`src/rtl/core/chacha_pkg.sv`:
```
// ----------------------------------------------------------------------------
// chacha_pkg
// Shared constants, register indexes and controller/datapath signal groups.
// ----------------------------------------------------------------------------
package chacha_pkg;

  localparam int ROUND_COUNT_DEF = 8;

  localparam int DATA_W     = 8;
  localparam int CFG_DATA_W = 64;
  localparam int CFG_IDX_W  = 3;
  localparam int POS_W      = 7;

  // Configuration register indexes
  localparam logic [CFG_IDX_W-1:0] REG_KEY_0_7   = 3'd0;
  localparam logic [CFG_IDX_W-1:0] REG_KEY_8_15  = 3'd1;
  localparam logic [CFG_IDX_W-1:0] REG_KEY_16_23 = 3'd2;
  localparam logic [CFG_IDX_W-1:0] REG_KEY_24_31 = 3'd3;
  localparam logic [CFG_IDX_W-1:0] REG_NONCE     = 3'd4;
  localparam logic [CFG_IDX_W-1:0] REG_KEY_MODE  = 3'd5;

  // "expand 32-byte k" / "expand 16-byte k" as little-endian words
  localparam logic [31:0] CONST_W0       = 32'h6170_7865;
  localparam logic [31:0] SIGMA_W1       = 32'h3320_646E;
  localparam logic [31:0] SIGMA_W2       = 32'h7962_2D32;
  localparam logic [31:0] TAU_W1         = 32'h3120_646E;
  localparam logic [31:0] TAU_W2         = 32'h7962_2D36;
  localparam logic [31:0] CONST_W3       = 32'h6B20_6574;

  // Controller to datapath
  typedef struct packed {
    logic       load;     // load the initial state into the working words
    logic       mix;      // apply one half quarter-round step to four lanes
    logic       finish;   // add the initial state, bump counter, rewind buffer
    logic       consume;  // take one keystream byte for an accepted input
    logic [1:0] step;     // half step within a quarter round
    logic       diag;     // diagonal round when set, column round otherwise
  } cmd_t;

  // Datapath to controller
  typedef struct packed {
    logic empty;          // keystream buffer used up
  } status_t;

endpackage

```
`src/rtl/core/chacha_ctrl.sv`:
```
// ----------------------------------------------------------------------------
// chacha_ctrl
// Sequencer for block refill and byte transfer handshakes.
// ----------------------------------------------------------------------------
module chacha_ctrl #(
  parameter int ROUND_COUNT = chacha_pkg::ROUND_COUNT_DEF
) (
  input  logic                clk,
  input  logic                rst,
  input  logic                in_valid,
  output logic                in_ready,
  output logic                out_valid,
  input  logic                out_ready,
  input  logic                cfg_we,
  input  chacha_pkg::status_t status,
  output chacha_pkg::cmd_t    cmd
);
  import chacha_pkg::*;

  localparam int STEPS = ((ROUND_COUNT + 1) / 2) * 8;
  localparam int CNT_W = $clog2(STEPS);

  typedef enum logic [1:0] {
    IDLE,
    ROUND,
    FINISH
  } state_t;

  state_t           state;
  logic [CNT_W-1:0] cnt;
  logic             accept;

  assign in_ready = (state == IDLE) && !status.empty && !cfg_we &&
                    (!out_valid || out_ready);
  assign accept   = in_valid && in_ready;

  always_comb begin
    cmd         = '0;
    cmd.load    = (state == IDLE) && status.empty && in_valid && !cfg_we;
    cmd.mix     = (state == ROUND) && !cfg_we;
    cmd.finish  = (state == FINISH) && !cfg_we;
    cmd.consume = accept;
    cmd.step    = cnt[1:0];
    cmd.diag    = cnt[2];
  end

  always_ff @(posedge clk) begin
    if (rst) begin
      state     <= IDLE;
      cnt       <= '0;
      out_valid <= 1'b0;
    end else begin
      if (accept) begin
        out_valid <= 1'b1;
      end else if (out_ready) begin
        out_valid <= 1'b0;
      end
      case (state)
        IDLE: begin
          if (cmd.load) begin
            state <= ROUND;
            cnt   <= '0;
          end
        end
        ROUND: begin
          if (cfg_we) begin
            state <= IDLE;
          end else begin
            cnt <= cnt + CNT_W'(1);
            if (cnt == CNT_W'(STEPS - 1)) begin
              state <= FINISH;
            end
          end
        end
        FINISH: begin
          state <= IDLE;
        end
        default: begin
          state <= IDLE;
        end
      endcase
    end
  end

endmodule

```
`config.mk`:
```
export PLATFORM = sky130hd
export DESIGN_NAME = chacha_ctrl
export DESIGN_NICKNAME = d
export VERILOG_FILES = /design/src/rtl/core/chacha_pkg.sv /design/src/rtl/core/chacha_ctrl.sv
export SDC_FILE = /design/constraint.sdc
export NUM_CORES = 1
export LEC_CHECK = 0
export BUFFER_PORTS_ARGS = -buffer_cell sky130_fd_sc_hd__buf_4
export CAP_MARGIN = 10
export CORE_AREA = 4 4 41 43
export CTS_BUF_LIST = sky130_fd_sc_hd__clkbuf_8
export DETAILED_ROUTE_END_ITERATION = 8
export DIE_AREA = 0 0 45 47
export PLACE_DENSITY = 0.61
export SLEW_MARGIN = 20
export SYNTH_ARGS = -nofsm -noshare
export SYNTH_HDL_FRONTEND = slang
export SYNTH_SLANG_ARGS = --single-unit
```
`constraint.sdc`:
```
create_clock -name clk -period 1.8 [get_ports clk]
set_clock_uncertainty 0.2 [all_clocks]
set_input_delay 0.09 -clock clk [delete_from_list [all_inputs] [get_ports clk]]
set_output_delay 0.09 -clock clk [all_outputs]
set_load 0.05 [all_outputs]
```
==> results by stage <==
Synthesis:
- The flop and latch count out of synthesis is 8.
- Averaged over all synthesized cells, the footprint is between 8 and 9 um2.
- sky130_fd_sc_hd__dfxtp_1 takes more of the synthesized area than any other cell.
- Yosys attributes the largest share of cell area to sky130_fd_sc_hd__dfxtp_1, sky130_fd_sc_hd__buf_4, sky130_fd_sc_hd__nand4b_1, sky130_fd_sc_hd__a21oi_1, sky130_fd_sc_hd__ha_1.
- When the netlist entered floorplanning its net count stood at 60.
- The top flip-flop cell by instance count after synthesis is sky130_fd_sc_hd__dfxtp_1.
- The number of unique standard cell types used by synthesis is 27.
- The synthesized design contains 0 enable-type register cells.
- In this run the cell area of the synthesized design comes to 465 um2.
- Synthesis produced between 50 and 60 cells.
- Of all flip-flops after synthesis, the portion carrying an async set or reset was 0%.
- The sequential share of the synthesized area is between 30% and 40%.
- The area share of the largest cell type after synthesis is between 30% and 40%.
- During synthesis, Yosys emitted a total of 0 warnings.

Die:
- The die area is roughly 2100 um2.
- For this design the top-level I/O count stands at 15.
- The floorplan has 13 rows.
- The width of the chip is 45 um.
- Once the floorplan was initialized, standard cells occupied between 30% and 40% of the core.
- The total core area is around 1300 um2.
- Measured along the y axis, the die boundary spans approximately 47 um.

STA:
- The setup slack of the critical path after layout is 0.107 ns.
- The slew at the pin closest to its max-slew limit is roughly 0.44 ns.
- The final max-slew violation count is 0.
- The shortest clock period the worst path allows after layout is ~1.7 ns.
- Final hold analysis gives a worst-case slack of a little over 0.05 ns.
- The setup violation total in the final timing report is 0.
- Of the available clock period, the critical path in the final layout requires 94.0%.
- The final-layout setup total negative slack is 0 ns.
- The final number of hold-violating endpoints is 0.
- Setup repair after global routing left no endpoint under its margin.
- In this run the tightest slew margin relative to its limit is between 70 and 80%.
- Static timing analysis puts the maximum clock frequency at just under 600 MHz.

CTS:
- In this run the number of H-tree levels came out at 1.
- After clock tree synthesis, the clock-pin slew on the worst setup and hold paths is about 0.040 ns.
- The insertion delay of the later-clocked pin in the worst-skew pair is 0.23 ns.
- The clock buffer count from CTS is 3.
- The number of setup buffers added after CTS is 0.
- TritonCTS built the clock tree.
- CTS placed an instance of sky130_fd_sc_hd__clkbuf_8 at the clock tree root.
- Counting every sink on the clock net gives 8.
- In this run the deepest clock path goes through 2 buffers.

Cells and area:
- The area growth from synthesis to final layout is 38.4%.
- The fraction of final layout cells sized beyond drive strength 1 is 38.8%.
- The number of antenna diodes in the final layout is 0.
- After the last flow step, the layout net total stands at between 70 and 80.
- Measured on the finished design, the core utilization comes to 49.5%.

Route:
- After detailed routing, the average wire length per cell comes to roughly 12 um.
- Wires add up to 1020 um.
- The post-detailed-route count of antenna-violating nets is 0.
- The number of design rule violations left after detail routing is 0.
- The routed layout has roughly 430 vias.
- In this run, the number of DRC markers left after iteration 0 of detailed routing was 15.
- For this run, the detailed router's first-pass iteration total came to 6.
- Using the TritonRoute via totals, the vias-per-cell ratio works out to around 5.3.

Setup path:
- STA classifies the critical path startpoint as a flop.
- The data required time of the critical path is roughly 1.5 ns.
- The critical path is of the reg2out type.
- Of all nets on the critical path, the largest fanout is 9.
- At the worst endpoint, the arrival time is about 1.4 ns.
- The depth of the worst register-to-register path is 4.
- STA classifies the critical path endpoint as an output pin.

Power and ir drop:
- Dividing total power by cell area gives a power density of roughly 720 nW/um2.
- The total power is approximately 460 uW.
- The maximum resistive drop on vdd is approximately 460 uV.
- Summed over all cells, the static leakage comes to about 0.00027 uW.

GRT:
- Global routing consumed, over all layers together, around 11% of the routing resources.
- The total overflow left after global routing is 0.
- The number of global-route vias before repair is 346.
- The initial antenna violation count is 0.
- The largest net degree at the start of global routing is 10.
- The wire length of the first global-routing pass is roughly 1700 um.

Run:
- The max capacitance violation total is 0.

Hold path:
- In this run the worst hold path is classified as in2reg.
- Counting instances, the worst hold path has a depth of 4.

Run status:
- The run finished with clean final reports.

Placement:
- The worst setup timing slack at the placement stage is roughly 0.23 ns.
- Routability-driven placement finished with a final weighted congestion of around 0.79.
- The count of buffers added on input and output ports is 14.
- The placed wire-length estimate is about 740 um.
==> metal layers <==
metal / GRT usage, % / share of wire, % / wire [um]
met1: 15.4 / 45 / 456
met2: 14.4 / 47 / 474
met3: 7.28 / 8.5 / 86
met4: 1.75 / 0 / 0
met5: 0 / 0 / 0
==> final timing paths <==
path / from / end / slack [ns]
max: state[1] / cmd[6] / 0.11
min: cfg_we / cnt[1] / 0.05
max reg2reg: state[0] / out_valid / 0.16
min reg2reg: cnt[4] / cnt[4] / 0.28
==> cell usage after synthesis, types with 2 or more instances <==
| cell type | count |
|---|---|
| sky130_fd_sc_hd__a21oi_1 | 5 |
| sky130_fd_sc_hd__buf_4 | 4 |
| sky130_fd_sc_hd__dfxtp_1 | 8 |
| sky130_fd_sc_hd__ha_1 | 2 |
| sky130_fd_sc_hd__nand4b_1 | 3 |
| sky130_fd_sc_hd__nor2_1 | 4 |
| sky130_fd_sc_hd__nor2b_1 | 2 |
| sky130_fd_sc_hd__nor3_1 | 2 |
| sky130_fd_sc_hd__nor3b_1 | 2 |
| sky130_fd_sc_hd__o21ai_1 | 3 |
==> cells by family after synthesis <==
group / synth area share, %
buffers and inverters: 10.8
flip-flops: 34.4
AO/OA/AOI/OAI: 13.2
adder cells (fa/ha/maj): 5.38
multiplexers: 2.42
AND/OR/NAND/NOR: 33.9
==> what timing repair did <==
| action | CTS | global route |
|---|---|---|
| endpoints found under the hold margin | 7 | 0 |
| pin swaps | 0 | 1 |
| resized for setup | 1 | 2 |
| hold buffers | 3 | 0 |
| setup endpoints to repair | 1 | 2 |
==> worst max-delay path, stage by stage (launching register included) <==
cell and delay (ns):
sky130_fd_sc_hd__dfxtp_1 0.40, sky130_fd_sc_hd__or2_1 0.38, sky130_fd_sc_hd__nor3_2 0.18, sky130_fd_sc_hd__buf_4 0.21
==> per-stage QoR <==
step	std cells	instance area [um2]
2_1_floorplan	52	473
3_3_place_gp	76	562
3_5_place_dp	76	562
4_1_cts	82	639
5_1_grt	82	644
6_report	82	644
==> cell usage in the layout (no fill, tap or decap) <==
cell type                       netlist  final
sky130_fd_sc_hd__ha_1                 2      2
sky130_fd_sc_hd__buf_4                4     15
sky130_fd_sc_hd__dlygate4sd3_1        0      3
sky130_fd_sc_hd__a211oi_1             1      1
sky130_fd_sc_hd__nand3_1              1      1
sky130_fd_sc_hd__a21oi_1              5      5
sky130_fd_sc_hd__nand4b_1             3      3
sky130_fd_sc_hd__mux2_2               1      1
sky130_fd_sc_hd__o21ai_1              3      3
sky130_fd_sc_hd__or2_1                1      1
sky130_fd_sc_hd__and2_1               1      1
sky130_fd_sc_hd__nor2b_1              2      1
sky130_fd_sc_hd__and3b_2              1      1
sky130_fd_sc_hd__nor2b_2              0      1
sky130_fd_sc_hd__clkbuf_8             0      3
sky130_fd_sc_hd__and3_1               1      1
sky130_fd_sc_hd__nand3b_1             1      1
sky130_fd_sc_hd__nor3b_4              1      1
sky130_fd_sc_hd__or3b_1               1      1
sky130_fd_sc_hd__dfxtp_2              0      1
sky130_fd_sc_hd__dfxtp_1              8      7
sky130_fd_sc_hd__nor2_1               4      4
sky130_fd_sc_hd__nor3_1               2      1
sky130_fd_sc_hd__nor4_2               0      1
sky130_fd_sc_hd__nor3b_1              2      2
sky130_fd_sc_hd__nand2_1              1      1
sky130_fd_sc_hd__a31oi_1              1      1
sky130_fd_sc_hd__nor3_2               0      1
sky130_fd_sc_hd__buf_6                1      1
sky130_fd_sc_hd__o31ai_1              1      1
==> state kept, by name (all words and copies together), names as in the netlist <==
register / count
cnt: 5
state: 2
out_valid: 1
==> where the power goes <==
group,internal [uW],switching [uW],total (uW)
combinational,29.5,40.6,70.1
clock,144,66.2,211
sequential,181,2.58,183
==> cell type report <==
| cell class | count | area (um2) |
|---|---|---|
| flip-flops and latches | 8 | 161 |
| fillers | 140 | 657 |
| repair buffers | 19 | 154 |
| well taps | 15 | 18.8 |
| multi-input cells | 37 | 269 |
| clock buffers | 3 | 41.3 |
No activity file was read; power rests on OpenSTA's default activity.
